## src/rtl/assert_macros.svh

```systemverilog
// -----------------------------------------------------------------------------
// assert_macros.svh
// Shared concurrent assertion macros for the closest-hit search block.
// -----------------------------------------------------------------------------
`ifndef ASSERT_MACROS_SVH
`define ASSERT_MACROS_SVH

// Same-cycle implication, disabled during reset.
`define ASSERT_IMPL(lbl, ck, rs, ante, cons, msg) \
  lbl: assert property (@(posedge ck) disable iff (rs) (ante) |-> (cons)) \
    else $error(msg);

// Next-cycle implication, disabled during reset.
`define ASSERT_NEXT(lbl, ck, rs, ante, cons, msg) \
  lbl: assert property (@(posedge ck) disable iff (rs) (ante) |=> (cons)) \
    else $error(msg);

`endif

```

## src/rtl/rchs_pkg.sv

```systemverilog
// -----------------------------------------------------------------------------
// rchs_pkg
// Types, widths and codes shared by the closest-hit search block.
// -----------------------------------------------------------------------------
package rchs_pkg;

  // table sizes
  localparam int SPHERE_SLOTS = 16;
  localparam int PLANE_SLOTS  = 16;
  localparam int SPH_AW = (SPHERE_SLOTS > 1) ? $clog2(SPHERE_SLOTS) : 1;
  localparam int PLN_AW = (PLANE_SLOTS > 1) ? $clog2(PLANE_SLOTS) : 1;

  // field widths
  localparam int MODE_W     = 2;
  localparam int SLOT_W     = 4;
  localparam int COORD_W    = 32;
  localparam int RAD_W      = 31;
  localparam int COLOR_W    = 24;
  localparam int DIST_W     = 31;
  localparam int CNT_W      = 5;
  localparam int CFG_IDX_W  = 2;
  localparam int CFG_DATA_W = 24;

  // arithmetic widths
  localparam int MW     = 70;          // signed multiplier operand
  localparam int PW     = 2 * MW;      // signed product / accumulator
  localparam int SQ_W   = 136;         // root radicand
  localparam int RT_W   = SQ_W / 2;    // root result
  localparam int FRAC_W = 16;
  localparam int NW     = MW + FRAC_W; // dividend
  localparam int DW     = MW;          // divisor

  localparam logic [MW-1:0]     EPS_DOT  = MW'(429496);
  localparam logic [DIST_W-1:0] DIST_MAX = {DIST_W{1'b1}};

  // request modes
  localparam logic [MODE_W-1:0] MODE_SPH  = 2'd0;
  localparam logic [MODE_W-1:0] MODE_PLN  = 2'd1;
  localparam logic [MODE_W-1:0] MODE_CAST = 2'd2;

  // configuration register indexes
  localparam logic [CFG_IDX_W-1:0] CFG_SPHERE_COUNT = 2'd0;
  localparam logic [CFG_IDX_W-1:0] CFG_PLANE_COUNT  = 2'd1;
  localparam logic [CFG_IDX_W-1:0] CFG_BACKGROUND   = 2'd2;

  typedef logic signed [MW-1:0] op_t;
  typedef logic signed [PW-1:0] prod_t;

  typedef struct packed {
    logic [MODE_W-1:0]         mode;
    logic [SLOT_W-1:0]         slot;
    logic signed [COORD_W-1:0] ax;
    logic signed [COORD_W-1:0] ay;
    logic signed [COORD_W-1:0] az;
    logic signed [COORD_W-1:0] bx;
    logic signed [COORD_W-1:0] by;
    logic signed [COORD_W-1:0] bz;
    logic [RAD_W-1:0]          radius;
    logic [COLOR_W-1:0]        color;
  } req_t;

  typedef struct packed {
    logic               hit;
    logic               kind;
    logic [SLOT_W-1:0]  object_slot;
    logic [DIST_W-1:0]  distance;
    logic [COLOR_W-1:0] pixel_color;
  } res_t;

  typedef struct packed {
    logic signed [COORD_W-1:0] cx;
    logic signed [COORD_W-1:0] cy;
    logic signed [COORD_W-1:0] cz;
    logic [RAD_W-1:0]          radius;
    logic [COLOR_W-1:0]        color;
  } sphere_ent_t;

  typedef struct packed {
    logic signed [COORD_W-1:0] px;
    logic signed [COORD_W-1:0] py;
    logic signed [COORD_W-1:0] pz;
    logic signed [COORD_W-1:0] nx;
    logic signed [COORD_W-1:0] ny;
    logic signed [COORD_W-1:0] nz;
    logic [COLOR_W-1:0]        color;
  } plane_ent_t;

endpackage

```

## src/rtl/rchs_div.sv

```systemverilog
// -----------------------------------------------------------------------------
// rchs_div
// Restoring divider giving a saturated 31-bit quotient, one bit per cycle.
// -----------------------------------------------------------------------------
module rchs_div (
  input  logic                          clk,
  input  logic                          rst,
  input  logic                          go,
  input  logic [rchs_pkg::NW-1:0]       n,
  input  logic [rchs_pkg::DW-1:0]       d,
  output logic                          done,
  output logic [rchs_pkg::DIST_W-1:0]   q
);
  import rchs_pkg::*;

  localparam int CW  = DW + DIST_W;
  localparam int CTW = $clog2(DIST_W + 1);

  logic [NW-1:0]  rem;
  logic [CW-1:0]  ds;
  logic           ge;
  logic           sat;
  logic [CTW-1:0] cnt;
  logic           run;

  // quotient does not fit: n >= d * 2^31
  assign sat = CW'(n) >= {d, {DIST_W{1'b0}}};
  assign ge  = CW'(rem) >= ds;

  always_ff @(posedge clk) begin
    if (rst) begin
      run  <= 1'b0;
      done <= 1'b0;
    end else begin
      done <= 1'b0;
      if (go) begin
        if (sat) begin
          q    <= DIST_MAX;
          done <= 1'b1;
        end else begin
          rem <= n;
          ds  <= {1'b0, d, {(DIST_W - 1){1'b0}}};
          q   <= '0;
          cnt <= '0;
          run <= 1'b1;
        end
      end else if (run) begin
        // subtract the shifted divisor where it fits
        if (ge) begin
          rem <= rem - NW'(ds);
        end
        q   <= {q[DIST_W-2:0], ge};
        ds  <= {1'b0, ds[CW-1:1]};
        cnt <= cnt + 1'b1;
        if (cnt == CTW'(DIST_W - 1)) begin
          run  <= 1'b0;
          done <= 1'b1;
        end
      end
    end
  end

endmodule

```

## config.mk

```make
export PLATFORM = sky130hd
export DESIGN_NAME = rchs_div
export DESIGN_NICKNAME = d
export VERILOG_FILES = /design/src/rtl/assert_macros.svh /design/src/rtl/rchs_pkg.sv /design/src/rtl/rchs_div.sv
export SDC_FILE = /design/constraint.sdc
export NUM_CORES = 1
export LEC_CHECK = 0
export ABC_AREA = 1
export BUFFER_PORTS_ARGS = -buffer_cell sky130_fd_sc_hd__buf_2
export CORE_MARGIN = 2
export CORE_UTILIZATION = 45
export DETAILED_ROUTE_END_ITERATION = 7
export GPL_TIMING_DRIVEN = 0
export PLACE_DENSITY = 0.63
export SYNTH_ARGS = -nofsm -noshare
export SYNTH_HDL_FRONTEND = slang
export SYNTH_SLANG_ARGS = --single-unit
export TNS_END_PERCENT = 20
```

## constraint.sdc

```tcl
create_clock -name clk -period 8.8 [get_ports clk]
set_input_delay 2.64 -clock clk [delete_from_list [all_inputs] [get_ports clk]]
set_output_delay 2.64 -clock clk [all_outputs]
set_load 0.01 [all_outputs]
```

# After elaboration in Yosys (flattened, before gate mapping)
# Index checks and enable logic that the tools add are counted.
dict set report op_classes {
  add_sub_neg 2
  order_cmp 2
  eq_ne 2
  mux 21
  bitwise 1
  n_reduce_logical 5
}
# cell n
set op_table {}
lappend op_table {{2-to-1 mux 86 bit} 4}
lappend op_table {{2-to-1 mux 101 bit} 3}
lappend op_table {{greater-or-equal comparator 86 x 101 -> 1 bit} 2}
lappend op_table {{2-to-1 mux 31 bit} 3}
lappend op_table {{subtractor 86 bit} 1}
lappend op_table {{2-to-1 mux 5 bit} 3}
lappend op_table {{2-to-1 mux 1 bit} 8}
lappend op_table {{adder 5 x 1 -> 5 bit, second input constant} 1}
lappend op_table {{== test 5 bit, second input constant} 1}
lappend op_table {{AND reduction 4 bit} 1}
lappend op_table {{nonzero test 2 bit} 2}
lappend op_table {{AND reduction 3 bit} 1}
lappend op_table {{!= test 2 bit, second input constant} 1}
lappend op_table {{AND reduction 2 bit} 1}
lappend op_table {{NOT 1 bit} 1}
dict set report word_totals {
  register_bits 225
  input_bits 159
  output_inout_bits 32
}

# Longest topological paths before layout
dict set report logic_depth {
  word_depth 4
  depth_mapped 17
  depth_no_buf 17
}

# Least setup slack after synthesis
# OpenSTA, ideal clock, no wires.
dict set report synth_timing {
  kind {in2reg}
  from {input go}
  to {register rem[0], enable pin}
  setup_time_ns 0.531
  t_arrival_ns 8.408
  slack_ns -0.139
  cell_stages 5
  path_cell_list {buf_2 inv_2 a21oi_1 nand2_1 nor2_1}
}
dict set report synth_between {
  elab_chain_cells 2
  elab_cells_between_ends 4
  classes_between {eq/ne (1); reduce/logical (3)}
}
# item line
set synth_lines {}
lappend synth_lines {{start: declaration} rchs_div.sv:8} ;# input logic go,
lappend synth_lines {{!= test 2 bit (no source line) / nonzero test 2 bit (equally long branches)} --}
lappend synth_lines {{AND reduction 4 bit (no source line) (*)} --}
lappend synth_lines {{end signal: assignment} rchs_div.sv:41} ;# rem <= n;
lappend synth_lines {{end signal: assignment} rchs_div.sv:50} ;# rem <= rem - NW'(ds);
lappend synth_lines {{end: declaration} rchs_div.sv:19} ;# logic [NW-1:0] rem;
# Every way passes the cells marked *; elsewhere a longest branch is shown, timed or not.
# A chain may end at the register's enable or synchronous reset.

# Worst setup path in the final report
dict set report layout_timing {
  from {input n[36] in the netlist's numbering}
  to {register rem[27], enable pin}
}
dict set report layout_between {
  elab_chain_cells 3
}
# item line
set layout_lines {}
lappend layout_lines {{start: declaration} rchs_div.sv:9} ;# input logic [rchs_pkg::NW-1:0] n,
lappend layout_lines {{greater-or-equal comparator 86 x 101 -> 1 bit} rchs_div.sv:27} ;# assign sat = CW'(n) >= {d, {DIST_W{1'b0}}};
lappend layout_lines {{!= test 2 bit (no source line)} --}
lappend layout_lines {{AND reduction 4 bit (no source line)} --}
# No other way between the ends.

==> summary.md <==
| Metric | Value |
|---|---|
| Total congestion overflow | 0 |
| Resized cells post-CTS | 0 |
| Area overhead of the layout relative to synthesis | 13.3% |
| Post-synth EDFFs | 222 |
| Most frequently used flop master after synthesis | edfxtp_1 |
| TritonCTS clock tree | built |
| Yosys Warn Count | 0 |
| Die height | 212 um |
| Pre-Repair DR Iteration Count | 5 |
| Synth Register Bits | 224 |
| Fraction of the yosys area taken by sequential cells | 34.6% |
| Commonest cells after routing, fill and taps aside | nand2_1 (1148), inv_1 (604), nor2_1 (255) |
| Non-filler cells in the finished layout | 3750 |
| Outcome | finished clean |
| Largest fanout on the critical path | 34 |
| Maximum vdd ir drop | 0.000144 V |
| Num ports | 191 |
| Worst slew margin relative to its limit | 13.8% |
| Crit path required time | 9.05 ns |
| FF-to-FF Start | rem[59] |
| Clock-pin transition on the worst setup and hold timing paths | 0.06 ns |
| Inserted Clock Buffers | 25 |
| HPWL after detailed placement | 55.5 mm |
| Critical path class | in -> reg |
| Crit start category | input pin |
| Antenna violations before repair | 1 |
| Count of input and output buffers | 189 |
| Total number of nets in the final design | 3490 |
| Final TNS setup | 0 ns |
| Cell variety after synth | 42 |
| FF-to-FF path depth | 12 |
| Leak pwr | 11.8 nW |
| Latest clock arrival within the worst-skew pair | 0.57 ns |
| Iteration-0 DRC Markers | 1384 |
| Count of standard-cell rows | 76 |
| Post-Synthesis Cells | 2967 |
| Most common cell after layout, fill and taps aside | nand2_1 |
| Type of element capturing the critical path | register |
| Number of maximum-capacitance constraint violations | 0 |
| CTS max path bufs | 3 |
| Cell Pwr Density | 149 nW/um^2 |
| Worst min path class | reg -> reg |
| TritonCTS Sinks | 224 |
| Final period utilization | 64.1% |
| Area of the core | 42800 um^2 |
| Drt total wl | 65.1 mm |
| Share of final-layout standard cells stronger than drive strength 1 | 11.2% |
| Maximum achievable frequency | 0.177 GHz |
| Min Clock Period, post-route | 5.64 ns |
| Worst setup path startpoint | n[36] |
| Avg Vias per Cell | 4.94 |
| Async set-or-reset flop fraction in the synthesized netlist | 0% |
| Gpl congestion | 1.05 |
| Unrepaired setup endpoints after global routing | false |
| Antenna fix cells | 0 |
| Setup Viol. Count Final | 0 |
| Post-detailed-route wirelength per cell | 17.4 um |
| Post-detailed-route count of antenna-violating nets | 0 |
| Routed vias | 18535 |
| Hold wc startpoint | run |
| Reg2reg end | rem[27] |
| Mean instance size in the synthesized netlist | 6.53 um^2 |
| Total standard cell area after synthesis | 19400 um^2 |
| Width of the chip | 212 um |
| CTS H-tree depth | 1 |
| Total die area | 44700 um^2 |
| Reg2Reg Setup Slack | 5.10 ns |
| Aggregate global-route resource usage | 29.3% |
| First-pass GRT wire length | 100 mm |
| Endpoint arrival time on the critical path | 5.89 ns |
| Slew at the pin closest to its max-slew limit | 1.29 ns |
| Largest net degree at the start of global routing | 66 |
| Final Max Tran Viols | 0 |
| Buffers inserted during post-CTS setup optimization | 0 |
| Number of endpoints with negative hold slack in the final report | 0 |
| Number of global-route vias before repair | 18452 |
| Root buffer cell | clkbuf_16 |
| Hold-fix buffers at CTS | 0 |
| Initial Utilization | 45.3% |
| Worst setup skew after layout | 0.0111 ns |
| Count of placed standard cells including taps | 3706 |
| DRC violations left | 0 |
| End point of the critical path | rem[27] |
| Synthesized netlist net count | 3270 |
## logic make-up (layout without fill, tap and decap cells)
logic type               count (synthesis)  count (layout)  share of synthesized area, %
adder cells (fa/ha/maj)                144             144                          9.34
AND/OR/NAND/NOR                       1675            1675                          35.5
buffers and inverters                  669             906                          13.0
flip-flops                             224             224                          34.6
multiplexers                             1               1                        0.0517
XOR/XNOR                                33              33                          1.49
AO/OA/AOI/OAI                          221             221                          5.99
## area by class of cell
class	count	area, um^2
multi-input cells	2074	10200
inverters	625	2350
clock buffers	34	719
fillers	4391	20800
plain buffers	44	181
clock inverters	10	111
repair buffers	193	1040
well taps	546	683
flip-flops and latches	224	6710
## metal layers
| layer | part of all wire [%] | GRT usage (%) | vias up |
|---|---|---|---|
| met3 | 5.1 | 2.80 | 84 |
| li1 | - | - | 9539 |
| met1 | 44 | 37.9 | 8441 |
| met2 | 47 | 50.9 | 471 |
| met4 | 3.9 | 11.1 | 0 |
| met5 | 0 | 0 | - |
## state kept, by name, summed over array words and instances (netlist names)
name	cells
rem	86
ds	100
run	1
q	31
cnt	5
done	1
## metrics by stage
step                      util (%)  instance area, um^2  power (W)  hold WS [ns]  worst slack [ns]
after detailed placement      49.4                21100    0.00221         0.487              2.60
after floorplan                  -                19400    0.00190         0.449              1.26
final                         51.3                22000    0.00328         0.494              3.16
after global routing          51.3                22000    0.00345         0.528              3.01
after CTS                     51.3                22000    0.00328         0.498              3.18
after global placement        49.1                21000    0.00220         0.472            -0.974
## worst min path at each step
stage                     slack (ns)  depth (start not counted)    to
final                           0.49                          2  done
after global routing            0.53                          2  done
after CTS                       0.50                          2  done
after detailed placement        0.49                          2  done
after global placement          0.47                          2  done
after floorplan                 0.45                          2  done
## report_power, final
group	internal [W]	total (W)	switching (W)
logic	0.000296	0.000922	0.000626
clock network	0.000629	0.00108	0.000447
registers	0.00126	0.00128	0.0000205
## cell usage after synthesis (18+ instances only)
master | number | area share [%]
inv_2 | 18 | 0.35
nand3_1 | 122 | 3.2
xnor2_1 | 27 | 1.2
nor3_1 | 21 | 0.54
nand2_2 | 24 | 0.77
nor2_2 | 37 | 1.2
nand2_1 | 1148 | 22
nor2_1 | 256 | 5.0
clkbuf_1 | 34 | 0.66
inv_1 | 605 | 12
edfxtp_1 | 222 | 34
a21oi_1 | 86 | 2.2
ha_1 | 143 | 9.2
o21ai_0 | 103 | 2.7
## worst max-delay path, cell delays in order
cell and delay, ns:
buf_2 0.12, ha_1 0.30, nand2_1 0.09, inv_1 0.15, nand2_1 0.11, nand2_1 0.05
nor2_1 0.41, nor2_1 0.14, nand3_1 0.17, nand2_1 0.06, nor2_1 0.16, nand3_2 0.18
nand2_2 0.15, nand2_1 0.15, nor2_4 0.66, buf_12 0.30
Note: power is estimated with default switching activity, not from simulation.
