[config.mk]
export PLATFORM = sky130hd
export DESIGN_NAME = rchs_ram
export DESIGN_NICKNAME = d
export VERILOG_FILES = /design/src/rtl/assert_macros.svh /design/src/rtl/rchs_ram.sv
export SDC_FILE = /design/constraint.sdc
export NUM_CORES = 1
export LEC_CHECK = 0
export BUFFER_PORTS_ARGS = -buffer_cell sky130_fd_sc_hd__buf_2
export CAP_MARGIN = 30
export CORE_MARGIN = 2
export CORE_UTILIZATION = 50
export DETAILED_ROUTE_END_ITERATION = 6
export GPL_ROUTABILITY_DRIVEN = 0
export PLACE_DENSITY = 0.75
export SLEW_MARGIN = 10
export SYNTH_ARGS = -nofsm -noshare
export SYNTH_HDL_FRONTEND = slang
export SYNTH_SLANG_ARGS = --single-unit
[constraint.sdc]
create_clock -name clk -period 5.1 [get_ports clk]
set_input_delay 1.02 -clock clk [delete_from_list [all_inputs] [get_ports clk]]
set_output_delay 1.02 -clock clk [all_outputs]
set_load 0.01 [all_outputs]
[src/rtl/assert_macros.svh]
// -----------------------------------------------------------------------------
// assert_macros.svh
// Shared concurrent assertion macros for the closest-hit search block.
// -----------------------------------------------------------------------------
`ifndef ASSERT_MACROS_SVH
`define ASSERT_MACROS_SVH

// Same-cycle implication, disabled during reset.
`define ASSERT_IMPL(lbl, ck, rs, ante, cons, msg) \
  lbl: assert property (@(posedge ck) disable iff (rs) (ante) |-> (cons)) \
    else $error(msg);

// Next-cycle implication, disabled during reset.
`define ASSERT_NEXT(lbl, ck, rs, ante, cons, msg) \
  lbl: assert property (@(posedge ck) disable iff (rs) (ante) |=> (cons)) \
    else $error(msg);

`endif

[src/rtl/rchs_ram.sv]
// -----------------------------------------------------------------------------
// rchs_ram
// Generic single-write, single-read RAM with registered read data.
// -----------------------------------------------------------------------------
module rchs_ram #(
  parameter int WIDTH = 8,
  parameter int DEPTH = 16,
  parameter int AW    = (DEPTH > 1) ? $clog2(DEPTH) : 1
) (
  input  logic             clk,
  input  logic             we,
  input  logic [AW-1:0]    waddr,
  input  logic [WIDTH-1:0] wdata,
  input  logic             re,
  input  logic [AW-1:0]    raddr,
  output logic [WIDTH-1:0] rdata
);

  logic [WIDTH-1:0] mem [DEPTH];

  // write port
  always_ff @(posedge clk) begin
    if (we) begin
      mem[waddr] <= wdata;
    end
  end

  // registered read, held between reads
  always_ff @(posedge clk) begin
    if (re) begin
      rdata <= mem[raddr];
    end
  end

endmodule

# Yosys cells after proc, flatten, opt, wreduce, memory -nomap -nowiden
# Memories as Yosys holds them, arrays and structs flattened. A register that Yosys moved wholly into a read port is not among the register bits.
# Cells that the tools add are included.
# classes
muxes,2
# op_table
op,n
$mux 1,2
# totals
register_bits,0
mem_bits_rw,128
word_cells,3
n_memories,1
# memory_table
name,depth,word_bits,read_ports,rd_clocked_by_memory_dff,wr,line_no,source
mem,16,8,1,1,1,rchs_ram.sv:19,logic [WIDTH-1:0] mem [DEPTH];

# Longest topological paths before layout
# Gate-level depths: netlist (run 1).
# logic_depth
depth_word,2
depth_mapped,5
mapped_depth_nobuf,3

# Least setup slack after synthesis (run 1)
# OpenSTA, ideal clock, no wires.
# synth_path
path_kind,input to register
startpoint,in waddr[2]
endpoint,mem mem[0][0] (enable)
t_arrival_ns,2.130
slack_ns,2.587
cell_stages,2
path_cell_list,or3b_2 -> nor3_1
# synth_rtl
item,line_no,source
start: declaration,rchs_ram.sv:12,"input logic [AW-1:0] waddr,"
end: declaration,rchs_ram.sv:19,
# No word-level cell before the write port.

==> metrics.txt, run 1 <==
status=finished clean; DR vias/cell=5.77; CTS tree=done; Register Area=0.00408 mm2; pwr/cell area=~420 mW/mm2; crit end category=flip-flop; worst path arrival time=around 2600 ps; Most used DFF post-synth=edfxtp_1; Setup TNS Final=0 ps; Max IR drop VDD=around 0.00017 V; Max Slew Vio Count=0; Clock transition at path regs=60 ps; CP Launch Type=primary input; setup violation total in the final timing report=0; Yosys cell types=18; # Post-CTS Setup Buffers=0; Synth Net Count=248; Hold WS=between 700 and 800 ps; Peak Freq=around 0.43 GHz; fin nets=just under 300; area of the multi-input gates=0.00106 mm2; Max Cap Violations=0; Place WS=about 2200 ps; adder-cell share of the synthesized area=0; placed cell count=386; layout cells sized above 1=0.290; total power=roughly 2.5 mW; Post-synth EDFFs=about 140; total grt overflow=0; post-synthesis async set-or-reset flop share=0; Initial Util=0.511; Non-Filler Instances=about 420; CTS root buf=clkbuf_8; Seq/Total Area, Yosys=0.781; Num Clock Sinks=approximately 140; num rows=37; Synth Cell Area=0.00523 mm2; Slew @ Worst Pin=a little under 1000 ps; cts hold-fix bufs=0; ANT cells=0; setup ws final=2790 ps; Ys Warns=0; DR vias=2419; Die H=approximately 110 um; largest family of logic cells by synthesized area=multiplexers; # fillers=slightly below 700; Post-Synth Simple-Gate Area=0.0314; vias in the first global route=roughly 2500; worst-path maximum fanout=24; drt total wl=9930 um; Residual DRC=0; iteration-0 DRC count of the detailed router=243; Compound-Gate Fraction of Synth Area=0.0230; Design Area, Final=0.00607 mm2; final core occ=0.594; syn avg cell area=between 20 and 25 um2; Syn-to-layout area delta=16.2%; #FFs+latches synth=around 140; Worst Path Required=5360 ps; I/O Buffers=26; Initial DRT Pass Iterations=4; Clock Latency Late Sink=about 510 ps; Placed Area=0.00549 mm2; xor/xnor share of the synthesized area=0; RSZ-0062 raised after global routing=no; final setup skew=between 2 and 3 ps; Die W=about 110 um; cts bufs inserted=17; post-CTS sizing=0; core footprint=about 0.010 mm2; FF-to-FF path depth=3; Synth Instances=around 230; hold path depth=3; H-Tree Depth=4; Post-DRT Antenna Nets=0; kind of critical path=in2reg; first-pass GRT wire length=between 10000 and 15000 um; Clock Path Buffers=2; mux contribution to synthesized area=0.148; min cycle time layout=around 2300 ps; largest net degree at the start of global routing=33; IO Pins=27; P_leak=approximately 2.0 nW; Period Utilization, post-route=0.453; wire per inst=approximately 24 um; Hold Path Class=reg2reg; antenna violations before repair=0; GRT Resource Usage Total=0.192; die area=approximately 0.011 mm2; Fin. Hold Viols=0; Rel. slew slack=0.348; hpwl dp=~6000 um
power by group:
group / switching (mW) / internal, mW
Clock: 0.423 / 0.735
Combinational: 0.0671 / 0.0457
Sequential: 0.00703 / 1.26
cells in the mapped netlist, types with 2 or more instances:
library cell	count	area, um2
mux4_1	14	368
nor2_1	13	48.8
nand3b_1	2	15.0
a22oi_1	16	120
buf_6	3	33.8
nor3_1	4	20.0
buf_2	3	15.0
mux4_2	18	405
edfxtp_1	136	4080
nand2_1	9	33.8
nand2b_1	2	12.5
clkdlybuf4s25_2	3	30.0
critical path, stage by stage:
cell	delay, ps
buf_2	280
buf_12	260
mux4_1	630
a22oi_1	270
nand2_1	80
cell families (layout without fill, tap and decap cells):
group / count (synthesis) / after routing
buffers and inverters: 10 / 64
AO/OA/AOI/OAI: 16 / 16
flip-flops: 136 / 136
multiplexers: 32 / 32
AND/OR/NAND/NOR: 35 / 35
layout by cell type, fill, tap and decap left out, types with 5 or more instances in the layout:
cell | netlist | routed
buf_4 | 1 | 5
clkbuf_16 | 0 | 16
mux4_1 | 14 | 14
clkinv_2 | 0 | 7
edfxtp_1 | 136 | 136
mux4_2 | 18 | 18
nor2_1 | 13 | 13
buf_2 | 3 | 26
a22oi_1 | 16 | 16
nand2_1 | 9 | 9
routing by layer:
metal	GRT usage	wire (um)
met4	0.0836	180
met1	0.269	4140
met2	0.288	4910
met3	0.0527	700
met5	0	0
registers in the layout (all words and copies together) (netlist names):
signal / count
mem: 128
rdata: 8
final timing paths:
path	startpoint	endpoint	slack, ps
setup / recovery	raddr[0]	rdata[1]$_DFFE_PP_	2790
hold / removal	mem[15][2]$_DFFE_PP_	rdata[2]$_DFFE_PP_	750
setup reg to reg	mem[5][1]$_DFFE_PP_	rdata[1]$_DFFE_PP_	3550
hold reg to reg	mem[15][2]$_DFFE_PP_	rdata[2]$_DFFE_PP_	750
area by class of cell:
| cell class | count | area share |
|---|---|---|
| clock inverter | 15 | 0.0264 |
| timing repair buffer | 32 | 0.0309 |
| tap | 136 | 0.0280 |
| sequential | 136 | 0.672 |
| multi-input combinational | 83 | 0.174 |
| clock buffer | 17 | 0.0682 |
Note: power is estimated with default switching activity, not from simulation.
==> run 2: changes to the inputs <==
--- a/config.mk
+++ b/config.mk
@@ -5,13 +5,14 @@
 export SDC_FILE = /design/constraint.sdc
 export NUM_CORES = 1
 export LEC_CHECK = 0
+export ABC_AREA = 1
 export BUFFER_PORTS_ARGS = -buffer_cell sky130_fd_sc_hd__buf_2
 export CAP_MARGIN = 30
 export CORE_MARGIN = 2
 export CORE_UTILIZATION = 50
 export DETAILED_ROUTE_END_ITERATION = 6
 export GPL_ROUTABILITY_DRIVEN = 0
-export PLACE_DENSITY = 0.75
+export PLACE_DENSITY = 0.78
 export SLEW_MARGIN = 10
 export SYNTH_ARGS = -nofsm -noshare
 export SYNTH_HDL_FRONTEND = slang
==> constraint.sdc (replaced) <==
create_clock -name clk -period 2 [get_ports clk]
set_input_delay 0.4 -clock clk [delete_from_list [all_inputs] [get_ports clk]]
set_output_delay 0.4 -clock clk [all_outputs]
set_load 0.01 [all_outputs]
==> metrics.txt, run 2 <==
Seq/Total Area, Yosys=0.698 (-0.0828); cts bufs inserted=17 (unchanged); Syn-to-layout area delta=15.5%; Register Area=0.00408 mm2 (unchanged); Yosys cell types=11 (-7); Max Cap Violations=0 (unchanged); top cell type's share of synthesized area=0.698 (-0.0828); GR peak layer=met2; Die W=112 um (+5.5%); max reg flops=128 (unchanged); P_leak=2.93 nW (+44%); Hold Path Class=in2reg; #FFs+latches synth=136 (unchanged); post-CTS sizing=0 (unchanged); internal power=5.26 mW (+160%); Synth top cells by count=173 x nand2_1, 136 x edfxtp_1, 100 x inv_1; pwr/cell area=988 mW/mm2 (+140%); GR Util met3=0.0400 (-0.0128); # Post-CTS Setup Buffers=0 (unchanged); Ys Warns=0 (unchanged); Fin. Hold Viols=0 (unchanged); vias in the first global route=3824 (+56%); I/O Buffers=26 (unchanged); Slew @ Worst Pin=666 ps (-308 ps); RSZ-0062 raised after global routing=no; Residual DRC=1 (+1); # fillers=908 (+31%); M1 GR Usage=0.287 (+0.0186); Initial DRT Pass Iterations=7 (+3); Peak Freq=0.707 GHz; Biggest register=mem; area leader, netlist=edfxtp_1; largest net degree at the start of global routing=65 (+97%); total power=6.67 mW (+160%); setup violation total in the final timing report=0 (unchanged); CTS tree=done; ANT cells=0 (unchanged); kind of critical path=in2reg; Crit-path slowest cell=inv_2; status=complete, but fails checks; Max IR drop VDD=0.000501 V (+190%); Rel. slew slack=0.554 (+0.206); Clock Latency Late Sink=410 ps (-100 ps); total grt overflow=0 (unchanged); Clk pwr share=0.457 (about the same); hpwl dp=8010 um (+34%); Flop pwr share=0.485 (-0.014); switching power=1.41 mW (+180%); commonest cells after routing, fill and taps aside=173 x nand2_1, 136 x edfxtp_1, 100 x inv_1, 97 x nand3_1, 26 x buf_2; Period Utilization, post-route=0.707; Clock transition at path regs=60 ps (about the same); Initial Util=0.512 (+0.00111); iteration-0 DRC count of the detailed router=418 (+72%); area of the multi-input gates=0.00121 mm2 (+15%); CP Launch Type=primary input; Post-synth EDFFs=136 (unchanged); layout cells sized above 1=0.124 (-0.165); CP most frequent cell=nand3_1; core footprint=0.0114 mm2 (+12%); GRT Resource Usage Total=0.211 (+0.0190); drt total wl=13000 um (+30%); Non-Filler Instances=746 (+78%); CTS root buf=clkbuf_16; CP peak stage delay=320 ps (-310 ps); syn avg cell area=10.6 um2 (-54%); Cell Chain, Critical Path=buf_2, inv_2, nand3_1, nand3_1, nand3_1, nand2_1; Synth Cell Area=0.00585 mm2 (+12%); min cycle time layout=between 1000 and 1500 ps; worst path arrival time=1570 ps (-1000 ps); most numerous cell in the Yosys netlist=nand2_1; largest registers=mem (128), rdata (8); family with the most delay on the worst path=buffers and inverters; DR vias=3967 (+64%); Max Slew Vio Count=0 (unchanged); first-pass GRT wire length=20000 um (+34%); Most used DFF post-synth=edfxtp_1; IO Pins=27 (unchanged); Die H=112 um (+5.5%); Net Sw Frac=0.211 (+0.0149); Comb power frac=0.058 (+0.014); worst-path maximum fanout=32 (+33%); Worst Path Required=2150 ps (-3210 ps); wire per inst=17.4 um (-27%); Synth Net Count=570 (+130%); post-synthesis async set-or-reset flop share=0 (unchanged); Synth Instances=551 (+140%); largest cells by area after synthesis=edfxtp_1 70%, nand2_1 11%, nand3_1 8.3%, inv_1 6.4%, buf_6 1.2%; cts hold-fix bufs=0 (unchanged); Clock Path Buffers=2 (unchanged); final setup skew=7.63 ps (+4.92 ps); CP Buf/Inv Count=2 (unchanged); placed cell count=715 (+85%); antenna violations before repair=0 (unchanged); DR vias/cell=5.32 (-7.9%); H-Tree Depth=4 (unchanged); violated checks=DRC; num rows=39 (+5.4%); Num Clock Sinks=136 (unchanged); Setup TNS Final=0 ps (unchanged); Post-DRT Antenna Nets=0 (unchanged); commonest non-fill, non-tap cell in the layout=nand2_1; met2 Use GR=0.344 (+0.0562); crit end category=flip-flop; die area=0.0126 mm2 (+11%); fin nets=610 (+110%)
==> run 2: path summary, 6_finish.rpt <==
path	from	endpoint	cells after the start	slack, ps
worst max register to register	mem[5][0]$_DFFE_PP_	rdata[0]$_DFFE_PP_	6	800
worst max-delay path	raddr[1]	rdata[0]$_DFFE_PP_	6	590
worst min-delay path	re	rdata[4]$_DFFE_PP_	1	370
worst min register to register	mem[15][4]$_DFFE_PP_	rdata[4]$_DFFE_PP_	6	760
==> run 2: power by group through the flow <==
stage	Sequential (mW)	Clock (mW)	Combinational, mW
2_1_floorplan	3.29	0	0.225
3_3_place_gp	3.29	0	0.373
3_5_place_dp	3.29	0	0.382
4_1_cts	3.23	3.08	0.387
5_1_grt	3.24	3.20	0.428
6_report	3.23	3.05	0.390
==> run 2: cell families (layout without fill, tap and decap cells) <==
logic type	Yosys count	after routing	synth area share
and+or+nand+nor	289	289	0.208
DFF	136	136	0.698
buffers and inverters	126	178	0.0939
==> run 2: worst register-to-register path: cells and delay by family, from the launching register on <==
family	cells	cell delay, ps
flip-flops	1	380
AND/OR/NAND/NOR	5	510
buffers and inverters	1	70
==> run 2: layout make-up <==
type,instances,area share
multi-input combinational,289,0.180
inverter,102,0.0567
tap,143,0.0265
clock inverter,14,0.0233
sequential,136,0.605
clock buffer,17,0.0630
timing repair buffer,45,0.0460
==> run 2: metal layers <==
layer,wire [um],up-vias
li1,-,1862
met1,5180,1878
met2,6390,200
met3,1080,27
met4,297,0
met5,0,-
==> run 2: metrics by stage <==
step	util	area (um2)	setup slack [ps]	hold WS (ps)
5_1_grt	0.591	6750	540	363
3_5_place_dp	0.540	6170	228	756
3_3_place_gp	0.540	6170	257	728
6_report	0.591	6750	586	372
2_1_floorplan	-	5850	649	499
4_1_cts	0.591	6750	597	348
==> run 3: changes to the inputs <==
==> constraint.sdc (replaced) <==
create_clock -name clk -period 1.3 [get_ports clk]
set_input_delay 0.26 -clock clk [delete_from_list [all_inputs] [get_ports clk]]
set_output_delay 0.26 -clock clk [all_outputs]
set_load 0.01 [all_outputs]
==> metrics.txt, run 3 (same netlist as run 2, synthesis figures left out) <==
total grt overflow=0 (unchanged); Post-DRT Antenna Nets=0 (unchanged); CTS root buf=clkbuf_16; Initial Util=0.512 (unchanged); Num Clock Sinks=136 (unchanged); CP Launch Type=flip-flop; largest net degree at the start of global routing=65 (unchanged); post-CTS sizing=0 (unchanged); status=finished clean; kind of critical path=reg2out; final core occ=0.601 (+0.00953); Placed Area=0.00621 mm2 (+0.69%); largest registers=mem (128), rdata (8); # Post-CTS Setup Buffers=0 (unchanged); Period Utilization, post-route=0.955; IO Pins=27 (unchanged); P_leak=2.97 nW (+1.6%); Slew @ Worst Pin=591 ps (-74.5 ps); Worst Path Required=1040 ps (-1110 ps); ANT cells=0 (unchanged); vias in the first global route=3919 (+2.5%); Peak Freq=roughly 0.8 GHz; wire per inst=17.6 um (+1.4%); drt total wl=13200 um (+2.1%); antenna violations before repair=0 (unchanged); Cell Chain, Critical Path=buf_2; Crit-path slowest cell=edfxtp_1; Clock transition at path regs=60 ps (about the same); iteration-0 DRC count of the detailed router=390 (-6.7%); family with the most delay on the worst path=flip-flops; CP Buf/Inv Count=1 (-1); Non-Filler Instances=751 (+0.67%); Fin. Hold Viols=0 (unchanged); fin nets=614 (+0.66%); setup violation total in the final timing report=0 (unchanged); Die W=112 um (unchanged); commonest cells after routing, fill and taps aside=173 x nand2_1, 136 x edfxtp_1, 100 x inv_1, 97 x nand3_1, 26 x buf_2; Rel. slew slack=0.605 (+0.0507); Hold Path Class=in2reg; Biggest register=mem; layout cells sized above 1=0.135 (+0.0105); num rows=39 (unchanged); Clock Latency Late Sink=410 ps (about the same); Design Area, Final=0.00686 mm2 (+1.6%); commonest non-fill, non-tap cell in the layout=nand2_1; CTS tree=done; first-pass GRT wire length=20900 um (+4.4%); pwr/cell area=1580 mW/mm2 (+60%); Max Slew Vio Count=0 (unchanged); CP peak stage delay=410 ps (+90 ps); DR vias=4047 (+2.0%); H-Tree Depth=4 (unchanged); cts hold-fix bufs=0 (unchanged); die area=0.0126 mm2 (unchanged); core footprint=0.0114 mm2 (unchanged); placed cell count=719 (+0.56%); GRT Resource Usage Total=0.219 (+0.00797); Max Cap Violations=0 (unchanged); worst-path maximum fanout=1 (-97%); I/O Buffers=26 (unchanged); Residual DRC=0 (-1); Die H=112 um (unchanged); DR vias/cell=5.39 (+1.3%); crit end category=primary output; Clock Path Buffers=2 (unchanged); hpwl dp=7860 um (-1.9%); Initial DRT Pass Iterations=5 (-2); cts bufs inserted=17 (unchanged); max reg flops=128 (unchanged); min cycle time layout=~1200 ps; Max IR drop VDD=0.000922 V (+84%); Syn-to-layout area delta=17.4%; final setup skew=6.39 ps (-1.24 ps); worst path arrival time=980 ps (-590 ps); RSZ-0062 raised after global routing=no
==> run 3: changes by cell type in the layout (fill, tap and decap cells not counted) <==
cell | before | now
clkinvlp_4 | 2 | 4
clkinv_2 | 3 | 1
buf_4 | 16 | 19
buf_12 | 3 | 4
clkinv_1 | 3 | 1
inv_6 | 1 | 3
bufinv_16 | 3 | 5
clkinv_4 | 2 | 1
==> run 3: cell type report <==
class	count	area (um2)
multi-input cells	289	1210
repair buffers	49	353
flip-flops and latches	136	4080
clock inverters	15	224
well taps	143	179
inverters	102	383
fillers	879	4560
clock buffers	17	425
==> run 3: metal layers <==
metal / up-vias / global-route usage / share of wire
li1: 1875 / - / -
met1: 1944 / 0.300 / 0.41
met4: 0 / 0.0740 / 0.024
met3: 28 / 0.0443 / 0.079
met2: 200 / 0.356 / 0.49
met5: - / 0 / 0
==> run 3: path summary, 6_finish.rpt <==
path	depth (start not counted)	slack [ps]	from	to
setup / recovery	1	60	rdata[2]$_DFFE_PP_	rdata[2]
hold / removal	1	210	re	rdata[3]$_DFFE_PP_
setup reg to reg	6	110	mem[3][6]$_DFFE_PP_	rdata[6]$_DFFE_PP_
hold reg to reg	6	760	mem[15][3]$_DFFE_PP_	rdata[3]$_DFFE_PP_
==> run 3: report_power, final <==
group          internal [mW]  switching [mW]  leakage (nW)
sequential              4.94          0.0296          1.24
combinational          0.187           0.434          1.43
clock                   3.41            1.86         0.304
==> run 3: metrics by stage <==
step	setup WS, ps	hold slack (ps)	power, mW	TNS [ps]
after floorplan	89.2	359	5.41	0
final	58.4	207	10.9	0
after global routing	14.0	208	11.2	0
after CTS	56.4	204	10.9	0
after detailed placement	-165	628	5.67	-1060
after global placement	-149	628	5.65	-917
