--- src/rtl/assert_macros.svh ---
// -----------------------------------------------------------------------------
// assert_macros.svh
// Shared concurrent assertion macros for the closest-hit search block.
// -----------------------------------------------------------------------------
`ifndef ASSERT_MACROS_SVH
`define ASSERT_MACROS_SVH

// Same-cycle implication, disabled during reset.
`define ASSERT_IMPL(lbl, ck, rs, ante, cons, msg) \
  lbl: assert property (@(posedge ck) disable iff (rs) (ante) |-> (cons)) \
    else $error(msg);

// Next-cycle implication, disabled during reset.
`define ASSERT_NEXT(lbl, ck, rs, ante, cons, msg) \
  lbl: assert property (@(posedge ck) disable iff (rs) (ante) |=> (cons)) \
    else $error(msg);

`endif

--- src/rtl/rchs_pkg.sv ---
// -----------------------------------------------------------------------------
// rchs_pkg
// Types, widths and codes shared by the closest-hit search block.
// -----------------------------------------------------------------------------
package rchs_pkg;

  // table sizes
  localparam int SPHERE_SLOTS = 16;
  localparam int PLANE_SLOTS  = 16;
  localparam int SPH_AW = (SPHERE_SLOTS > 1) ? $clog2(SPHERE_SLOTS) : 1;
  localparam int PLN_AW = (PLANE_SLOTS > 1) ? $clog2(PLANE_SLOTS) : 1;

  // field widths
  localparam int MODE_W     = 2;
  localparam int SLOT_W     = 4;
  localparam int COORD_W    = 32;
  localparam int RAD_W      = 31;
  localparam int COLOR_W    = 24;
  localparam int DIST_W     = 31;
  localparam int CNT_W      = 5;
  localparam int CFG_IDX_W  = 2;
  localparam int CFG_DATA_W = 24;

  // arithmetic widths
  localparam int MW     = 70;          // signed multiplier operand
  localparam int PW     = 2 * MW;      // signed product / accumulator
  localparam int SQ_W   = 136;         // root radicand
  localparam int RT_W   = SQ_W / 2;    // root result
  localparam int FRAC_W = 16;
  localparam int NW     = MW + FRAC_W; // dividend
  localparam int DW     = MW;          // divisor

  localparam logic [MW-1:0]     EPS_DOT  = MW'(429496);
  localparam logic [DIST_W-1:0] DIST_MAX = {DIST_W{1'b1}};

  // request modes
  localparam logic [MODE_W-1:0] MODE_SPH  = 2'd0;
  localparam logic [MODE_W-1:0] MODE_PLN  = 2'd1;
  localparam logic [MODE_W-1:0] MODE_CAST = 2'd2;

  // configuration register indexes
  localparam logic [CFG_IDX_W-1:0] CFG_SPHERE_COUNT = 2'd0;
  localparam logic [CFG_IDX_W-1:0] CFG_PLANE_COUNT  = 2'd1;
  localparam logic [CFG_IDX_W-1:0] CFG_BACKGROUND   = 2'd2;

  typedef logic signed [MW-1:0] op_t;
  typedef logic signed [PW-1:0] prod_t;

  typedef struct packed {
    logic [MODE_W-1:0]         mode;
    logic [SLOT_W-1:0]         slot;
    logic signed [COORD_W-1:0] ax;
    logic signed [COORD_W-1:0] ay;
    logic signed [COORD_W-1:0] az;
    logic signed [COORD_W-1:0] bx;
    logic signed [COORD_W-1:0] by;
    logic signed [COORD_W-1:0] bz;
    logic [RAD_W-1:0]          radius;
    logic [COLOR_W-1:0]        color;
  } req_t;

  typedef struct packed {
    logic               hit;
    logic               kind;
    logic [SLOT_W-1:0]  object_slot;
    logic [DIST_W-1:0]  distance;
    logic [COLOR_W-1:0] pixel_color;
  } res_t;

  typedef struct packed {
    logic signed [COORD_W-1:0] cx;
    logic signed [COORD_W-1:0] cy;
    logic signed [COORD_W-1:0] cz;
    logic [RAD_W-1:0]          radius;
    logic [COLOR_W-1:0]        color;
  } sphere_ent_t;

  typedef struct packed {
    logic signed [COORD_W-1:0] px;
    logic signed [COORD_W-1:0] py;
    logic signed [COORD_W-1:0] pz;
    logic signed [COORD_W-1:0] nx;
    logic signed [COORD_W-1:0] ny;
    logic signed [COORD_W-1:0] nz;
    logic [COLOR_W-1:0]        color;
  } plane_ent_t;

endpackage

--- src/rtl/rchs_mul.sv ---
// -----------------------------------------------------------------------------
// rchs_mul
// Shift-add signed multiplier, one multiplier bit per cycle.
// -----------------------------------------------------------------------------
module rchs_mul (
  input  logic           clk,
  input  logic           rst,
  input  logic           go,
  input  rchs_pkg::op_t  x,
  input  rchs_pkg::op_t  y,
  output logic           done,
  output rchs_pkg::prod_t p
);
  import rchs_pkg::*;

  localparam int CW = $clog2(MW + 1);

  logic [MW-1:0] ma;
  logic [MW-1:0] hi;
  logic [MW-1:0] lo;
  logic [MW:0]   sum;
  logic [CW-1:0] cnt;
  logic          run;
  logic          sgn;
  logic [PW-1:0] mag;

  // add multiplicand into the upper half when the low bit is set
  assign sum = {1'b0, hi} + (lo[0] ? {1'b0, ma} : '0);
  assign mag = {hi, lo};
  assign p   = sgn ? -prod_t'(mag) : prod_t'(mag);

  always_ff @(posedge clk) begin
    if (rst) begin
      run  <= 1'b0;
      done <= 1'b0;
    end else begin
      done <= 1'b0;
      if (go) begin
        ma  <= x[MW-1] ? MW'(-x) : MW'(x);
        lo  <= y[MW-1] ? MW'(-y) : MW'(y);
        hi  <= '0;
        sgn <= x[MW-1] ^ y[MW-1];
        cnt <= '0;
        run <= 1'b1;
      end else if (run) begin
        // shift the partial product right by one
        hi  <= sum[MW:1];
        lo  <= {sum[0], lo[MW-1:1]};
        cnt <= cnt + 1'b1;
        if (cnt == CW'(MW - 1)) begin
          run  <= 1'b0;
          done <= 1'b1;
        end
      end
    end
  end

endmodule

--- config.mk ---
export PLATFORM = sky130hd
export DESIGN_NAME = rchs_mul
export DESIGN_NICKNAME = d
export VERILOG_FILES = /design/src/rtl/assert_macros.svh /design/src/rtl/rchs_pkg.sv /design/src/rtl/rchs_mul.sv
export SDC_FILE = /design/constraint.sdc
export NUM_CORES = 1
export LEC_CHECK = 0
export ABC_AREA = 1
export BUFFER_PORTS_ARGS = -buffer_cell sky130_fd_sc_hd__buf_2
export CAP_MARGIN = 10
export CORE_MARGIN = 2
export CORE_UTILIZATION = 40
export DETAILED_ROUTE_END_ITERATION = 8
export GPL_TIMING_DRIVEN = 1
export HOLD_SLACK_MARGIN = 0.02
export PLACE_DENSITY = 0.64
export RECOVER_POWER = 50
export SYNTH_ARGS = -nofsm -noshare
export SYNTH_HDL_FRONTEND = slang
export SYNTH_SLANG_ARGS = --single-unit
--- constraint.sdc ---
create_clock -name clk -period 25.6 [get_ports clk]
set_input_delay 2.56 -clock clk [delete_from_list [all_inputs] [get_ports clk]]
set_output_delay 2.56 -clock clk [all_outputs]
set_load 0.005 [all_outputs]
---- Word-level counts from Yosys, hierarchy flattened ----
Cells that the tools add are included.
storage, ports and cells
  register bits ........................... 220
  output and inout bits ................... 141
cells by class
  $add $sub $neg .......................... 5
  equality and inequality tests ........... 1
  mux-type cells .......................... 12
  bitwise gates (word level) .............. 3
  reduce and logical (&&, ||, !) cells .... 4
operators with widths
  cell                                                           count
  70-bit 2-to-1 mux                                              5
  140-bit 2-to-1 mux                                             1
  140-bit negation                                               1
  70-bit negation                                                2
  70-bit by 70-bit adder with 71-bit output                      1
  69-bit 2-to-1 mux                                              1
  7-bit by 1-bit adder with 7-bit output, second input constant  1
  7-bit equality test, second input constant                     1
  7-bit 2-to-1 mux                                               1
  1-bit 2-to-1 mux                                               4
  2-bit AND reduction                                            2
  3-bit OR reduction                                             1
  1-bit NOT                                                      2
  2-bit nonzero test                                             1
  1-bit XOR                                                      1

---- Longest topological paths before layout ----
Gate-level depths: netlist (run 1).
  word-level depth ........................ 4
  gate-level depth with buffers ........... 21

---- Worst setup path after synthesis (run 1) ----
No wires, ideal clock.
  path kind ............................... input to register
  from .................................... input port go
  to ...................................... register cnt[0] (enable)
  data arrival time ....................... 10154 ps
  slack ................................... 14742 ps
  stages .................................. 5
  buffers on the path ..................... 3
  cells stage by stage .................... inv_1 -> clkbuf_1 -> clkbuf_1 -> clkbuf_1 -> a21oi_1
between the ends
  cells in the longest elaborated chain, start to end .. 2
ends and longest elaborated chain
  item                           RTL line        RTL
  from (decl)                    rchs_mul.sv:8   input logic go,
  2-bit nonzero test (no line)   -
  2-bit AND reduction (no line)  -
  to (signal assigned)           rchs_mul.sv:49  cnt <= cnt + 1'b1;
  to (decl)                      rchs_mul.sv:22  logic [CW-1:0] cnt;
Every way passes these cells.
A chain may end at the register's enable or synchronous reset.

---- Final worst setup path (run 1) ----
  from .................................... input port go
  to ...................................... register lo[7] (enable)
between the ends
  cells in the longest elaborated chain, start to end .. 2
ends and longest elaborated chain
  item                           RTL line        RTL
  2-bit nonzero test (no line)   -
  2-bit AND reduction (no line)  -
  to (signal assigned)           rchs_mul.sv:40  lo <= y[MW-1] ? MW'(-y) : MW'(y);
  to (signal assigned)           rchs_mul.sv:48  lo <= {sum[0], lo[MW-1:1]};
  to (decl)                      rchs_mul.sv:20  logic [MW-1:0] lo;
Every way passes these cells.

==> results.md, run 1 <==
* Total routed wirelength at about 100000 µm
* Design area at ~28000 µm²
* Fin Setup TNS at 0 ns
* Largest cells by area after synthesis: edfxtp_1 (27%), nand2_1 (19%), inv_1 (9.9%)
* GP Congestion at 1.041
* Routed WL per cell at about 20 µm
* I/O pin cnt at around 280
* Clk buf depth at 3
* Final Hold Vio Count at 0
* WS Path Type: in2reg
* RSZ-0062 raised after global routing: no
* Core area at approximately 60000 µm²
* Post-synthesis cell count at between 4k and 5k
* Status: complete, but fails checks
* Initial antenna violation count at 3
* Max-cap check violation count at 9
* Max VDD drop at 0.00003573 V
* ANT nets after route at 0
* Pwr Total at approximately 1300 µW
* Syn nets at around 4.3k
* DIE AREA at between 60000 and 70000 µm²
* Crit path DAT at 11.57 ns
* Gr usage total at 0.3187
* # setup viols final at 0
* CP required at 25.81 ns
* DR iter-0 viols at roughly 3.1k
* Vias at between 20k and 30k
* Yosys warnings at 0
* Min Tclk post-route at between 10 and 15 ns
* Global-route wire length before repair at about 150000 µm
* Critical Path Sink Type: flop
* Final core occ at 0.4554
* Failing checks: max-capacitance violations, max-slew violations
* CP startpoint kind: input port
* Synth unique cells at 52
* HP Class: reg2reg
* Clk slew on worst S/H paths at ~0.060 ns
* Xor/xnor share of the synthesized area at 0.07217
* Sequential Area at between 6000 and 7000 µm²
* H-tree lvl count at 1
* Power per cell area at about 48 nW/µm²
* Cell family with most CP delay: buffers and inverters
* Final Cycle Share at 0.4439
* Grt total ovfl at 0
* Layout cells sized above 1 at 0.08967
* Largest net degree at the start of global routing at a little under 80
* Number of post-CTS setup repair buffers at 0
* P&R area growth vs syn at 12.34%
* Drt pass-1 iters at 6
* Height of the chip at ~250 µm
* Die Width at 251.6 µm
* Synth Area in Compound Gates at 0.09519
* Share of the synthesized area in the top cell type at 0.2670
* Post-synthesis adder-cell area fraction at 0.03910
* DR vias/cell at 5.412
* Most used cell, CP: buf_4
* Slew HR at -1.439
* Main synth FF type: edfxtp_1
* Sequential area share after synthesis at 0.2687
* Max Clock Freq at about 0.088 GHz
* Leakage at approximately 0.013 µW
* Synthesized-area fraction occupied by and/or/nand/nor cells at 0.4137
* Port bufs at approximately 280
* CP Buf/Inv Count at 4
* Multiplexer share of the synthesized area at 0
* Fin. max-slew vios at ~470
* Worst Tran Pin Value at roughly 3.7 ns
* Yosys reg bits at 220
* Synth async-reset ratio at 0
* Cell Area, Synth at ~25000 µm²
* CP max FO at between 70 and 80
* Multi-input logic area at 15150 µm²
* Initial Util at 0.4054
* DRC Markers at 0
* Post-CTS Hold Buffers at 0
* Max incr delay on CP at 3.56 ns
* Clock Latency Late Sink at 0.59 ns
* Root Driver: clkbuf_16
* Final #Nets at 4536
* Area leader, netlist: edfxtp_1
* Vias in the first global route at 25.21k
* Post-DP HPWL at around 88000 µm
* Clock sinks at 220
* Placed Area at 26750 µm²
* Cell-by-cell trace of the critical path: clkbuf_1 -> clkinvlp_2 -> a21oi_1 -> buf_4 -> buf_4
* Fillers at 6610
* CTS tree: done
* Slowest CP cell: a21oi_1
* Cts bufs inserted at 27
* Layout Skew at between 0.015 and 0.02 ns
* Gates resized, CTS repair at 0
* Largest family of logic cells by synthesized area: simple AND/OR/NAND/NOR gates
* # rows at 90
* Avg Cell Area, Syn at approximately 6.0 µm²
* EDFF count, synth at around 220
-- state kept, by name, indices dropped and copies added (netlist names) --
name  flops
run       1
sgn       1
cnt       7
hi       70
done      1
lo       70
ma       70
-- through the flow --
step / std cells / hold WS, ns / setup WS (ns)
floorplan: 4062 / 0.5112 / 14.74
global placement: 5070 / 0.5365 / 19.15
detailed placement: 5070 / 0.5423 / 19.12
CTS: 5120 / 0.5569 / 19.62
global route: 5121 / 0.5823 / 13.64
finish: 5121 / 0.5539 / 14.24
-- path summary, 6_finish.rpt --
check                               startpoint              end  slack (ns)  depth (start not counted)
worst max-delay path                        go  lo[7]$_DFFE_PP_       14.24                          5
worst min-delay path            run$_SDFF_PP0_  done$_SDFF_PP0_        0.55                          3
worst max register to register  run$_SDFF_PP0_  lo[7]$_DFFE_PP_       20.69                          4
worst min register to register  run$_SDFF_PP0_  done$_SDFF_PP0_        0.55                          3
-- synthesized netlist by cell type (3+ instances only) --
| master | instances |
|---|---|
| clkbuf_1 | 51 |
| and2_1 | 3 |
| o21ai_2 | 5 |
| nor4_1 | 26 |
| nor3b_1 | 6 |
| nand3b_1 | 15 |
| edfxtp_1 | 218 |
| o21bai_1 | 10 |
| o21a_1 | 7 |
| a31oi_1 | 8 |
| buf_2 | 3 |
| xnor2_1 | 20 |
| nand2_1 | 1261 |
| inv_2 | 7 |
| nand3_2 | 8 |
| o21ai_0 | 215 |
| nand2_2 | 5 |
| nand4_1 | 135 |
| nor2_2 | 19 |
| a21oi_1 | 163 |
| o21ai_1 | 17 |
| inv_1 | 644 |
| buf_1 | 14 |
| ha_1 | 75 |
| nor2_1 | 612 |
| nor2_4 | 8 |
| or2_2 | 4 |
| nor3_1 | 47 |
| nand3_1 | 243 |
| o211ai_1 | 3 |
| xor2_1 | 182 |
-- kinds of logic (layout without fill, tap and decap cells) --
group                    Yosys count  count (layout)
AND/OR/NAND/NOR                 2404            2404
XOR/XNOR                         202             202
AO/OA/AOI/OAI                    438             438
other                              0               1
flip-flops                       220             220
buffers and inverters            722             998
adder cells (fa/ha/maj)           76              76
-- worst min-delay path: stages (launching register included) --
cell and delay (ns):
dfxtp_1 0.29, inv_1 0.06, or2_2 0.11, nor3b_1 0.04
-- report_power, final --
part           total [µW]  switching [µW]  internal, µW
logic                 438             304           134
registers             476            36.1           440
clock network         394             169           225
-- layer usage --
metal	track usage	part of all wire
met2	0.4971	0.43
met3	0.03683	0.083
met4	0.1128	0.040
met5	0	0.00026
met1	0.4541	0.45
-- cell type report --
type | instances | area share
Tap cell | 782 | 0.03553
Timing Repair Buffer | 296 | 0.05384
Clock inverter | 19 | 0.007133
Inverter | 652 | 0.08892
Multi-Input combinational cell | 3120 | 0.5502
Clock buffer | 31 | 0.02508
Antenna cell | 1 | 0.00009087
Sequential cell | 220 | 0.2392
-- cells in the final DEF, fill, tap and decap left out, drive strengths merged --
| master | Yosys | layout |
|---|---|---|
| o22ai | 1 | 1 |
| nor2 | 639 | 639 |
| clkinvlp | 0 | 4 |
| o211ai | 3 | 3 |
| and2 | 5 | 5 |
| buf | 19 | 285 |
| clkbuf | 51 | 42 |
| nand2 | 1267 | 1267 |
| a21oi | 165 | 165 |
| o21a | 8 | 8 |
| bufinv | 0 | 3 |
| nand4 | 136 | 136 |
| xnor2 | 20 | 20 |
| edfxtp | 218 | 218 |
| nand3 | 252 | 252 |
| nor3 | 51 | 51 |
| clkinv | 1 | 12 |
| a21o | 1 | 1 |
| xor2 | 182 | 182 |
| diode | 0 | 1 |
| o21ai | 238 | 238 |
| o21bai | 10 | 10 |
| ha | 75 | 75 |
| fa | 1 | 1 |
| nor3b | 6 | 6 |
| o31ai | 3 | 3 |
| a211oi | 1 | 1 |
| inv | 651 | 652 |
| a31oi | 8 | 8 |
| nand3b | 16 | 16 |
| dfxtp | 2 | 2 |
| or2 | 6 | 6 |
| nor4 | 26 | 26 |
Note: power is estimated with default switching activity, not from simulation.
==> inputs of run 2 (changes only) <==
- PLACE_DENSITY: 0.64 -> 0.66
- clock period: 25.6 -> 9.94 ns (I/O delays scaled with it)
==> run 2 against run 1 <==
Core utilization barely moved. The flow still finishes with violations (max-capacitance violations, max-slew violations). Combinational power rose to 2.6 times the previous value. Largest power group unchanged. Critical path depth fell by 1. Via count rose by 0.16%. Worst hold slack got worse by 0.0043 ns. Sequential share of layout area barely moved.
==> results.md, run 2 (same netlist as run 1, synthesis figures left out) <==
* Leakage at 0.01308 µW (about the same)
* Largest net degree at the start of global routing at 141 (+83%)
* CP startpoint kind: input port
* Root Driver: clkbuf_16
* Clk buf depth at 3 (unchanged)
* Max incr delay on CP at 2.60 ns (-0.96 ns)
* Core area at 60470 µm² (unchanged)
* Die Width at 251.6 µm (unchanged)
* ANT nets after route at 0 (unchanged)
* GR peak layer: met2
* GR Layer Usage met3 at 0.03518 (-0.001651)
* P&R area growth vs syn at 12.31% (about the same)
* Vias in the first global route at 25.24k (+0.12%)
* Grt total ovfl at 0 (unchanged)
* Clock sinks at 220 (unchanged)
* Total routed wirelength at 103200 µm (-0.61%)
* Global-route wire length before repair at 151700 µm (-0.76%)
* DR vias/cell at 5.421 (+0.16%)
* Max Clock Freq at ~0.15 GHz
* Slowest CP cell: clkbuf_1
* Most frequent cells in the layout: nand2_1 (1261), inv_1 (643), nor2_1 (615)
* # rows at 90 (unchanged)
* CP Buf/Inv Count at 3 (-1)
* Largest regs: hi: 70 flops, lo: 70 flops, ma: 70 flops
* Worst Tran Pin Value at 4.379 ns (+0.7213 ns)
* Fin cells at 5121 (unchanged)
* Layout Skew at 0.01992 ns (+0.001507 ns)
* Grt met1 use at 0.4444 (-0.009704)
* CP max FO at 71 (-6.6%)
* DIE AREA at 63280 µm² (unchanged)
* I/O pin cnt at 284 (unchanged)
* Fillers at 6624 (+0.21%)
* Final Hold Vio Count at 0 (unchanged)
* Fin Setup TNS at 0 ns (unchanged)
* Setup ws final at 3.300 ns (-10.94 ns)
* GP Congestion at 1.067 (+2.5%)
* Final #Nets at 4536 (unchanged)
* HP Class: reg2reg
* Height of the chip at 251.6 µm (unchanged)
* WS Path Type: in2reg
* Port bufs at 283 (unchanged)
* Vias at 27.76k (+0.16%)
* CTS tree: done
* Failing checks: max-capacitance violations, max-slew violations
* Min Tclk post-route at 6.640 ns
* Cts bufs inserted at 28 (+3.7%)
* Initial antenna violation count at 6 (+3)
* Post-CTS Hold Buffers at 0 (unchanged)
* CP required at 10.05 ns (-15.76 ns)
* Crit path DAT at 6.75 ns (-4.82 ns)
* Dpl cells at 5069 (-0.020%)
* Gates resized, CTS repair at 0 (unchanged)
* Gr usage total at 0.3149 (-0.003737)
* Most used cell, CP: clkbuf_1
* Pwr Total at 3343 µW (+160%)
* Fin. max-slew vios at 528 (+13%)
* Routing usage on met2 at 0.4979 (+0.0008682)
* DR iter-0 viols at 2917 (-6.1%)
* Number of post-CTS setup repair buffers at 0 (unchanged)
* Layout cells sized above 1 at 0.08879 (-0.0008811)
* Power per cell area at 121.4 nW/µm² (+160%)
* Critical Path Sink Type: flop
* Dpl ws at 5.633 ns (-13.48 ns)
* Clock Latency Late Sink at 0.59 ns (about the same)
* Final Cycle Share at 0.6680
* # setup viols final at 0 (unchanged)
* Initial Util at 0.4054 (unchanged)
* RSZ-0062 raised after global routing: no
* Max VDD drop at 0.0001008 V (+180%)
* Cell-by-cell trace of the critical path: clkbuf_1 -> clkinvlp_2 -> nor2_4 -> clkbuf_1
* Post-DP HPWL at 86520 µm (-1.4%)
* Cell family with most CP delay: buffers and inverters
* Commonest non-fill, non-tap cell in the layout: nand2_1
* H-tree lvl count at 1 (unchanged)
* Status: complete, but fails checks
* Max-cap check violation count at 9 (unchanged)
* Slew HR at -1.919 (-0.4809)
* DRC Markers at 0 (unchanged)
* Clk slew on worst S/H paths at 0.05 ns (about the same)
* Multi-input logic area at 15150 µm² (about the same)
* Drt pass-1 iters at 8 (+2)
* Routed WL per cell at 20.14 µm (-0.61%)
* Sequential Area at 6586 µm² (unchanged)
[run 2: changes by cell type in the layout (fill, tap and decap cells not counted), moves of 2 or more]
cell | before | now
buf_4 | 6 | 3
o21ai_0 | 220 | 223
buf_2 | 279 | 281
clkinvlp_4 | 3 | 1
diode_2 | 1 | 3
o21ai_1 | 13 | 11
[run 2: worst paths after layout]
kind                                      start                   end  slack, ns  depth (start not counted)
worst min register to register   run$_SDFF_PP0_       done$_SDFF_PP0_       0.55                          3
worst max register to register  lo[0]$_DFFE_PP_  hi[45]$_SDFFCE_PP0P_       4.17                         17
worst min-delay path             run$_SDFF_PP0_       done$_SDFF_PP0_       0.55                          3
worst max-delay path                         go      ma[57]$_DFFE_PP_       3.30                          4
[run 2: area by class of cell]
class | count | area share
clock inverter | 17 | 0.005863
tap | 782 | 0.03554
sequential | 220 | 0.2392
clock buffer | 32 | 0.02600
timing repair buffer | 295 | 0.05399
antenna | 3 | 0.0002727
multi-input combinational | 3120 | 0.5502
inverter | 652 | 0.08894
[run 2: metrics by stage]
stage,hold WS (ns),area [µm²],util
global route,0.5897,27530,0.4553
detailed placement,0.5401,26750,0.4424
finish,0.5496,27530,0.4553
floorplan,0.5112,24510,-
global placement,0.5349,26750,0.4424
CTS,0.5539,27630,0.4569
[run 2: worst register-to-register path, stage by stage, from the launching register on]
cell and delay (ns):
edfxtp_1 0.32, clkbuf_1 2.36, nand2_1 0.58, fa_1 0.65, inv_1 0.09, nand2_1 0.08, o21ai_2 0.23, nand2_1 0.09
nand2_1 0.24, nand2_1 0.08, nand2_1 0.12, nand2_1 0.08, nand2_1 0.22, nand2_1 0.08, nand2_1 0.11, nand2_1 0.06
nand2_1 0.06, nor2_1 0.06
[run 2: routing by layer]
metal  routed length (µm)  vias to the layer above  part of all wire
li1                     -                    13510                 -
met1                45310                    12760              0.44
met4                 4004                        6             0.039
met3                 8826                      190             0.086
met5                   35                        -           0.00034
met2                44980                     1292              0.44
[run 2: where the power goes]
group          internal, µW  switching [µW]
Clock                   567             420
Combinational           349             782
Sequential             1130            92.4
